===== config.mk =====
export PLATFORM = sky130hd
export DESIGN_NAME = key_matrix_event_queue
export DESIGN_NICKNAME = d
export VERILOG_FILES = /design/src/hdl/kmeq_pkg.sv /design/src/hdl/kmeq_scan_store.sv /design/src/hdl/kmeq_event_ring.sv /design/src/hdl/key_matrix_event_queue.sv
export SDC_FILE = /design/constraint.sdc
export NUM_CORES = 1
export LEC_CHECK = 0
export BUFFER_PORTS_ARGS = -buffer_cell sky130_fd_sc_hd__clkbuf_2
export CORE_UTILIZATION = 50
export CTS_CLUSTER_SIZE = 14
export DETAILED_ROUTE_END_ITERATION = 10
export GPL_ROUTABILITY_DRIVEN = 0
export PLACE_DENSITY = 0.74
export SLEW_MARGIN = 20
export SYNTH_ARGS = -nofsm -noshare
export SYNTH_HDL_FRONTEND = slang
export SYNTH_HIERARCHICAL = 1
export SYNTH_SLANG_ARGS = --single-unit

===== constraint.sdc =====
create_clock -name clock -period 6.2 [get_ports clock]
set_clock_uncertainty 0.05 [all_clocks]
set_input_delay 0.31 -clock clock [delete_from_list [all_inputs] [get_ports clock]]
set_output_delay 0.31 -clock clock [all_outputs]
set_load 0.005 [all_outputs]

===== src/hdl/kmeq_pkg.sv =====
// Shared types, constants and helpers for the key matrix event queue.
package kmeq_pkg;

   localparam int NUM_ROWS_C   = 11;
   localparam int NUM_COLS_C   = 12;
   localparam int RING_DEPTH_C = 64;

   localparam int ROW_W_C   = 4;
   localparam int COL_W_C   = 4;
   localparam int KEY_W_C   = 8;
   localparam int PAT_W_C   = 12;
   localparam int ENTRY_W_C = 9;

   localparam logic [ROW_W_C-1:0] LAST_ROW_C = 4'd10;
   localparam logic [COL_W_C-1:0] LAST_COL_C = 4'd11;
   localparam logic [KEY_W_C-1:0] ROW_STEP_C = 8'd12;

   // Item kinds carried in the mode flag
   localparam logic MODE_SAMPLE_C = 1'b0;
   localparam logic MODE_POP_C    = 1'b1;

   typedef logic [PAT_W_C-1:0]   pattern_type;
   typedef logic [ROW_W_C-1:0]   row_type;
   typedef logic [ENTRY_W_C-1:0] entry_type;

   // Commands to the row pattern memories
   typedef struct packed {
      logic        rd_en;
      row_type     addr;
      logic        first_we;
      pattern_type first_data;
      logic        stable_we;
      pattern_type stable_data;
   } scan_cmd_type;

   // Commands to the event ring
   typedef struct packed {
      logic      push;
      entry_type entry;
      logic      pop;
   } ring_cmd_type;

   // Raw active-low levels (column c on bit 11-c) to pressed pattern (bit c)
   function automatic pattern_type to_pattern(input logic [PAT_W_C-1:0] raw);
      pattern_type p;
      for (int c = 0; c < PAT_W_C; c++) begin
         p[c] = ~raw[PAT_W_C-1-c];
      end
      return p;
   endfunction

endpackage


===== src/hdl/kmeq_scan_store.sv =====
// Row pattern memories: first pass scan and last stable key state.
module kmeq_scan_store (
   input  logic                  clock,
   input  logic                  reset,
   input  kmeq_pkg::scan_cmd_type cmd,
   output kmeq_pkg::pattern_type first_rd,
   output kmeq_pkg::pattern_type stable_rd
);
   import kmeq_pkg::*;

   pattern_type           first_mem  [NUM_ROWS_C];
   pattern_type           stable_mem [NUM_ROWS_C];
   pattern_type           first_rd_ff;
   pattern_type           stable_rd_ff;
   logic [NUM_ROWS_C-1:0] stable_vld_ff;

   // First pass memory, one write and one registered read port
   always_ff @(posedge clock) begin
      if (cmd.first_we) begin
         first_mem[cmd.addr] <= cmd.first_data;
      end
      if (cmd.rd_en) begin
         first_rd_ff <= first_mem[cmd.addr];
      end
   end

   // Per-row written flags: rows never committed read as no key pressed
   always_ff @(posedge clock) begin
      if (reset) begin
         stable_vld_ff <= '0;
      end else if (cmd.stable_we) begin
         stable_vld_ff[cmd.addr] <= 1'b1;
      end
   end

   // Stable state memory, shares the address
   always_ff @(posedge clock) begin
      if (cmd.stable_we) begin
         stable_mem[cmd.addr] <= cmd.stable_data;
      end
      if (cmd.rd_en) begin
         stable_rd_ff <= stable_vld_ff[cmd.addr] ? stable_mem[cmd.addr] : '0;
      end
   end

   assign first_rd  = first_rd_ff;
   assign stable_rd = stable_rd_ff;

endmodule


===== src/hdl/kmeq_event_ring.sv =====
// Event ring: memory with head and tail pointers, drops pushes when full.
module kmeq_event_ring #(
   parameter int DEPTH_P = kmeq_pkg::RING_DEPTH_C
) (
   input  logic                   clock,
   input  logic                   reset,
   input  kmeq_pkg::ring_cmd_type cmd,
   output logic                   empty,
   output kmeq_pkg::entry_type    rd_data
);
   import kmeq_pkg::*;

   localparam int PTR_W = $clog2(DEPTH_P);
   localparam logic [PTR_W-1:0] LAST_PTR = PTR_W'(DEPTH_P - 1);

   entry_type        ring_mem [DEPTH_P];
   entry_type        rd_data_ff;
   logic [PTR_W-1:0] head_ff, head_in;
   logic [PTR_W-1:0] tail_ff, tail_in;
   logic [PTR_W-1:0] head_next;
   logic [PTR_W-1:0] tail_next;
   logic             full;
   logic             do_push;
   logic             do_pop;

   assign head_next = (head_ff == LAST_PTR) ? '0 : head_ff + 1'b1;
   assign tail_next = (tail_ff == LAST_PTR) ? '0 : tail_ff + 1'b1;
   assign empty     = (head_ff == tail_ff);
   assign full      = (tail_next == head_ff);
   assign do_push   = cmd.push & ~full;
   assign do_pop    = cmd.pop & ~empty;

   // Pointer update
   always_comb begin
      head_in = do_pop  ? head_next : head_ff;
      tail_in = do_push ? tail_next : tail_ff;
   end

   always_ff @(posedge clock) begin
      if (reset) begin
         head_ff <= '0;
         tail_ff <= '0;
      end else begin
         head_ff <= head_in;
         tail_ff <= tail_in;
      end
   end

   // Ring storage, registered read at the head
   always_ff @(posedge clock) begin
      if (do_push) begin
         ring_mem[tail_ff] <= cmd.entry;
      end
      if (do_pop) begin
         rd_data_ff <= ring_mem[head_ff];
      end
   end

   assign rd_data = rd_data_ff;

endmodule


===== src/hdl/key_matrix_event_queue.sv =====
// Key matrix event queue top level: item sequencer, commit walk, result register.
// Takes row samples of an 11x12 key matrix in pairs of passes and pop requests, one
// item at a time. A first-pass sample or an out-of-range row is taken in the idle
// state; a second-pass sample adds a registered read of the stored first-pass row
// and a compare. The row 10 second-pass sample of an agreeing pair then walks the
// pattern memories row by row (one read, then one column per cycle, each column
// writing at most one ring entry) through the whole matrix, during which req_tready
// is low. A pop reads the ring memory, then loads the result register once any beat
// still held there has been taken on rsp_tready. Every pop returns one beat; on an
// empty ring its event_valid is 0. The ring holds RING_DEPTH_P-1 events; events that
// find it full are dropped.
module key_matrix_event_queue #(
   parameter int RING_DEPTH_P = kmeq_pkg::RING_DEPTH_C
) (
   input  logic        clock,
   input  logic        reset,
   input  logic        req_tvalid,
   output logic        req_tready,
   input  logic [15:0] req_tdata,   // [3:0] row, [15:4] columns
   input  logic [1:0]  req_tuser,   // [0] mode, [1] pass_second
   output logic        rsp_tvalid,
   input  logic        rsp_tready,
   output logic [7:0]  rsp_tdata,   // [7:0] key_index
   output logic [1:0]  rsp_tuser    // [0] event_valid, [1] event_pressed
);
   import kmeq_pkg::*;

   localparam logic [2:0] ST_IDLE   = 3'd0;
   localparam logic [2:0] ST_CMP    = 3'd1;
   localparam logic [2:0] ST_POP    = 3'd2;
   localparam logic [2:0] ST_ROW_RD = 3'd3;
   localparam logic [2:0] ST_COL    = 3'd4;

   logic [2:0]         state_ff, state_in;
   logic               mismatch_ff, mismatch_in;
   pattern_type        pat_ff, pat_in;
   row_type            row_ff, row_in;
   logic [COL_W_C-1:0] col_ff, col_in;
   logic [KEY_W_C-1:0] base_ff, base_in;
   logic               hit_ff, hit_in;
   logic               rsp_valid_ff, rsp_valid_in;
   logic               rsp_hit_ff, rsp_hit_in;
   logic               rsp_pressed_ff, rsp_pressed_in;
   logic [KEY_W_C-1:0] rsp_key_ff, rsp_key_in;

   scan_cmd_type scan_cmd;
   ring_cmd_type ring_cmd;
   pattern_type  first_rd;
   pattern_type  stable_rd;
   pattern_type  sample_pat;
   entry_type    ring_rd;
   logic         ring_empty;
   logic         accept;
   logic         in_mode;
   logic         in_second;
   row_type      in_row;
   logic         mismatch_now;
   logic         next_bit;
   logic         last_bit;

   assign in_row     = req_tdata[3:0];
   assign in_mode    = req_tuser[0];
   assign in_second  = req_tuser[1];
   assign sample_pat = to_pattern(req_tdata[15:4]);
   assign req_tready = (state_ff == ST_IDLE);
   assign accept     = req_tvalid & req_tready;

   assign mismatch_now = mismatch_ff | (first_rd != pat_ff);
   assign next_bit     = first_rd[col_ff];
   assign last_bit     = stable_rd[col_ff];

   // Sequencer
   always_comb begin
      state_in       = state_ff;
      mismatch_in    = mismatch_ff;
      pat_in         = pat_ff;
      row_in         = row_ff;
      col_in         = col_ff;
      base_in        = base_ff;
      hit_in         = hit_ff;
      rsp_valid_in   = rsp_valid_ff & ~rsp_tready;
      rsp_hit_in     = rsp_hit_ff;
      rsp_pressed_in = rsp_pressed_ff;
      rsp_key_in     = rsp_key_ff;

      scan_cmd             = '0;
      scan_cmd.addr        = row_ff;
      scan_cmd.first_data  = sample_pat;
      scan_cmd.stable_data = first_rd;
      ring_cmd             = '0;
      ring_cmd.entry       = {next_bit, base_ff + KEY_W_C'(col_ff)};

      case (state_ff)
         ST_IDLE: begin
            if (accept) begin
               if (in_mode == MODE_POP_C) begin
                  hit_in       = ~ring_empty;
                  ring_cmd.pop = 1'b1;
                  state_in     = ST_POP;
               end else if (in_row <= LAST_ROW_C) begin
                  scan_cmd.addr = in_row;
                  if (!in_second) begin
                     scan_cmd.first_we = 1'b1;
                  end else begin
                     scan_cmd.rd_en = 1'b1;
                     pat_in         = sample_pat;
                     row_in         = in_row;
                     state_in       = ST_CMP;
                  end
               end
            end
         end
         ST_CMP: begin
            if (row_ff == LAST_ROW_C) begin
               mismatch_in = 1'b0;
               if (mismatch_now) begin
                  state_in = ST_IDLE;
               end else begin
                  row_in   = '0;
                  base_in  = '0;
                  state_in = ST_ROW_RD;
               end
            end else begin
               mismatch_in = mismatch_now;
               state_in    = ST_IDLE;
            end
         end
         ST_POP: begin
            // Empty ring still answers, with event_valid low
            if (!rsp_valid_ff || rsp_tready) begin
               rsp_valid_in   = 1'b1;
               rsp_hit_in     = hit_ff;
               rsp_pressed_in = hit_ff & ring_rd[KEY_W_C];
               rsp_key_in     = hit_ff ? ring_rd[KEY_W_C-1:0] : '0;
               state_in       = ST_IDLE;
            end
         end
         ST_ROW_RD: begin
            scan_cmd.rd_en = 1'b1;
            col_in         = '0;
            state_in       = ST_COL;
         end
         ST_COL: begin
            // One changed key at most per column: release and press exclude
            ring_cmd.push = next_bit ^ last_bit;
            col_in        = col_ff + 1'b1;
            if (col_ff == LAST_COL_C) begin
               scan_cmd.stable_we = 1'b1;
               row_in             = row_ff + 1'b1;
               base_in            = base_ff + ROW_STEP_C;
               state_in           = (row_ff == LAST_ROW_C) ? ST_IDLE : ST_ROW_RD;
            end
         end
         default: begin
            state_in = ST_IDLE;
         end
      endcase
   end

   always_ff @(posedge clock) begin
      if (reset) begin
         state_ff     <= ST_IDLE;
         mismatch_ff  <= 1'b0;
         rsp_valid_ff <= 1'b0;
      end else begin
         state_ff     <= state_in;
         mismatch_ff  <= mismatch_in;
         rsp_valid_ff <= rsp_valid_in;
      end
   end

   // Payload and walk registers
   always_ff @(posedge clock) begin
      pat_ff         <= pat_in;
      row_ff         <= row_in;
      col_ff         <= col_in;
      base_ff        <= base_in;
      hit_ff         <= hit_in;
      rsp_hit_ff     <= rsp_hit_in;
      rsp_pressed_ff <= rsp_pressed_in;
      rsp_key_ff     <= rsp_key_in;
   end

   kmeq_scan_store u_scan_store (
      .clock     (clock),
      .reset     (reset),
      .cmd       (scan_cmd),
      .first_rd  (first_rd),
      .stable_rd (stable_rd)
   );

   kmeq_event_ring #(
      .DEPTH_P (RING_DEPTH_P)
   ) u_event_ring (
      .clock   (clock),
      .reset   (reset),
      .cmd     (ring_cmd),
      .empty   (ring_empty),
      .rd_data (ring_rd)
   );

   assign rsp_tvalid = rsp_valid_ff;
   assign rsp_tdata  = rsp_key_ff;
   assign rsp_tuser  = {rsp_pressed_ff, rsp_hit_ff};

endmodule


==> flow_summary.ini <==
[pwr]
leakage_nw = 13.1
sw_frac_of_total = 0.200
comb_power_share = 0.020
net-switching-power_mw = 2.50
clock_power_share = 0.428
internal-power_mw = 10.0
power_density_mw_per_mm2 = 296
ir_drop_v = 0.000255
seq_power_share = 0.552
p_total_mw = 12.5

[cts]
clockRootBuffer = clkbuf_16
cts_inserted_buffers = 90
clk_pin_slew_ns = 0.06
cts.htree.levels = 3
clk_latency_ns = 0.66
cts_sinks = 938
clock_path_buffers = 3
cts_tree = yes
cts_resized = 0

[run]
maxCapViolations = 0

[sta]
finalHoldViolCount = 0
fin_crit_sh = 0.742
tns_ns = 0
clock.fmax_ghz = 0.217
holdWs_ns = 0.0567
min_period_ns = 4.60
max-slew-margin-rel = 0.249
tightest_slew_ns = 1.12
timing.final.ws_setup_ns = 1.60
grt_setup_unrepaired = false
setup_violations = 0
slew_violations = 0

[synthesis]
synth.most_common_cell = edfxtp_1
synthArstFlopShare = 0
synth_edf_count = 910
ys_warn_count = 6
yosysTopAreaCellShare = 0.730
ys_types = 67
synth_area_leaders = edfxtp_1 (73%), mux4_2 (14%), dfxtp_1 (1.5%)
synth_area_leader_cell = edfxtp_1
synth_common_cells = edfxtp_1 (910), mux4_2 (230), nor2_1 (84)
ys_ff_latch = 938
synthFlopType = edfxtp_1
synth_area_mm2 = 0.0374
syn_nets = 1875
ys_seq_area_frac = 0.745
syn_area_per_cell_um2 = 20.3
postSynthCellCount = 1844

[placed_design]
numPortBuffers = 33
post-place-ws_ns = 1.56
dpl.cell_count = 2802
dp_hpwl_mm = 47.7
place_area_mm2 = 0.0392

[global_routing]
track_usage = 0.217
grt_pass1_vias = 18600
antenna_found_initial = 0
grt_pass1_wl_mm = 120
grt-ovfl-total = 0
grt_max_degree = 65

[floorplanning]
die-area_mm2 = 0.0759
die_h_um = 276
ioPinCount = 34
coreArea_mm2 = 0.0735
std_cell_rows = 99
start_util = 0.509
die_w_um = 276

[cells_and_area]
multi_input_area_mm2 = 0.00932
fillers = 5183
post-route-util = 0.576
final_area_mm2 = 0.0423
num-nets-final = 1973
syn_to_final_growth_pct = 13.0
drive_above_1_share = 0.299
diodes = 0
layout.cells.non_filler = 2969
layout.area.seq_mm2 = 0.0279

[route]
drt_iter0_drc = 2081
wire_per_inst_um = 27.0
vias_per_cell = 6.18
dr.pass1.iters = 5
vias = 18400
drt-total-wl_mm = 80.2
postRouteAntennaNets = 0
drc = 0

[run_status]
status = completed

[setup_path]
cp-start-kind = flip-flop
crit_path_cell_trace = buf_4 -> mux4_1 -> mux2i_1 -> o21ai_0 -> xnor2_1 -> nor2_1 -> buf_4 -> or3b_2 -> nor4_2
crit_top_cell = buf_4
slowest_delay_ns = 0.99
cp.required_ns = 6.42
cp_slowest_cell = nor4_2
crit_type = reg -> reg
end_kind = flip-flop
worstPathArrival_ns = 4.82
cp_max_fo = 33
critical-path-top-delay-family = simple AND/OR/NAND/NOR gates
worst-path-buf-inv = 2

[hold_path]
hp-class = in -> reg
kinds of logic after synthesis:
logic type | Yosys count | synth area share
AO/OA/AOI/OAI | 104 | 0.0188
XOR/XNOR | 40 | 0.00936
adder cells (fa/ha/maj) | 9 | 0.00321
buffers and inverters | 141 | 0.0195
flip-flops | 938 | 0.745
multiplexers | 307 | 0.162
AND/OR/NAND/NOR | 305 | 0.0422
layout by cell type, fill, tap and decap left out, types with 25 or more instances in the layout:
| master | instances |
|---|---|
| edfxtp_1 | 910 |
| mux2_2 | 25 |
| mux2i_1 | 45 |
| nand2_1 | 63 |
| mux4_2 | 230 |
| nor4_2 | 48 |
| clkbuf_16 | 90 |
| buf_4 | 80 |
| clkbuf_2 | 33 |
| nor2_1 | 71 |
| o21ai_0 | 33 |
worst register-to-register path, cell delays in order, from the launching register on:
cell	delay (ns)
edfxtp_1	0.66
buf_4	0.44
mux4_1	0.63
mux2i_1	0.14
o21ai_0	0.11
xnor2_1	0.14
nor2_1	0.10
buf_4	0.18
or3b_2	0.76
nor4_2	1.01
routing by layer:
| layer | routed length [um] | GRT usage | part of all wire | vias to the layer above |
|---|---|---|---|---|
| li1 | - | - | - | 7763 |
| met5 | 0 | 0 | 0 | - |
| met2 | 39900 | 0.355 | 0.50 | 860 |
| met3 | 6570 | 0.0489 | 0.082 | 172 |
| met4 | 2940 | 0.0840 | 0.037 | 0 |
| met1 | 30800 | 0.284 | 0.38 | 9561 |
what timing repair did:
action,CTS,global route
hold buffers,6,0
buffers inserted,0,0
hold endpoints to repair,7,0
power groups by stage:
stage / clock network (mW) / registers, mW / logic (mW)
after global routing: 5.69 / 6.92 / 0.264
final: 5.36 / 6.92 / 0.245
after CTS: 5.45 / 6.92 / 0.243
after floorplan: 0 / 7.05 / 0.167
after global placement: 0 / 7.05 / 0.234
after detailed placement: 0 / 7.05 / 0.239
cell type report:
| cell class | count | share of cell area |
|---|---|---|
| inverter | 26 | 0.00231 |
| clock buffer | 104 | 0.0545 |
| sequential | 938 | 0.660 |
| multi-input combinational | 765 | 0.220 |
| tap | 959 | 0.0284 |
| timing repair buffer | 121 | 0.0207 |
| clock inverter | 56 | 0.0139 |
sequential cells by signal, indices dropped and copies added, names as in the netlist, 3 cells and up:
register / cells
u_event_ring/rd_data: 9
u_event_ring/ring_mem: 576
u_scan_store/stable_vld_ff: 11
pat_ff: 12
u_scan_store/stable_mem: 132
u_scan_store/first_mem: 132
u_event_ring/tail_ff: 6
u_event_ring/head_ff: 6
rsp_tdata: 8
row_ff: 4
state_ff: 3
col_ff: 4
u_scan_store/first_rd: 12
u_scan_store/stable_rd: 12
base_ff: 6
path summary, 6_finish.rpt:
path	startpoint	end	slack, ns	cells past startpoint
worst min register to register	mismatch_ff	mismatch_ff	0.41	2
worst max-delay path	col_ff[0]	u_event_ring/ring_mem[33][3]	1.60	9
worst min-delay path	req_tdata[13]	u_scan_store/first_mem[0][2]	0.06	2
worst max register to register	col_ff[0]	u_event_ring/ring_mem[33][3]	1.60	9
No activity file was read; power rests on OpenSTA's default activity.
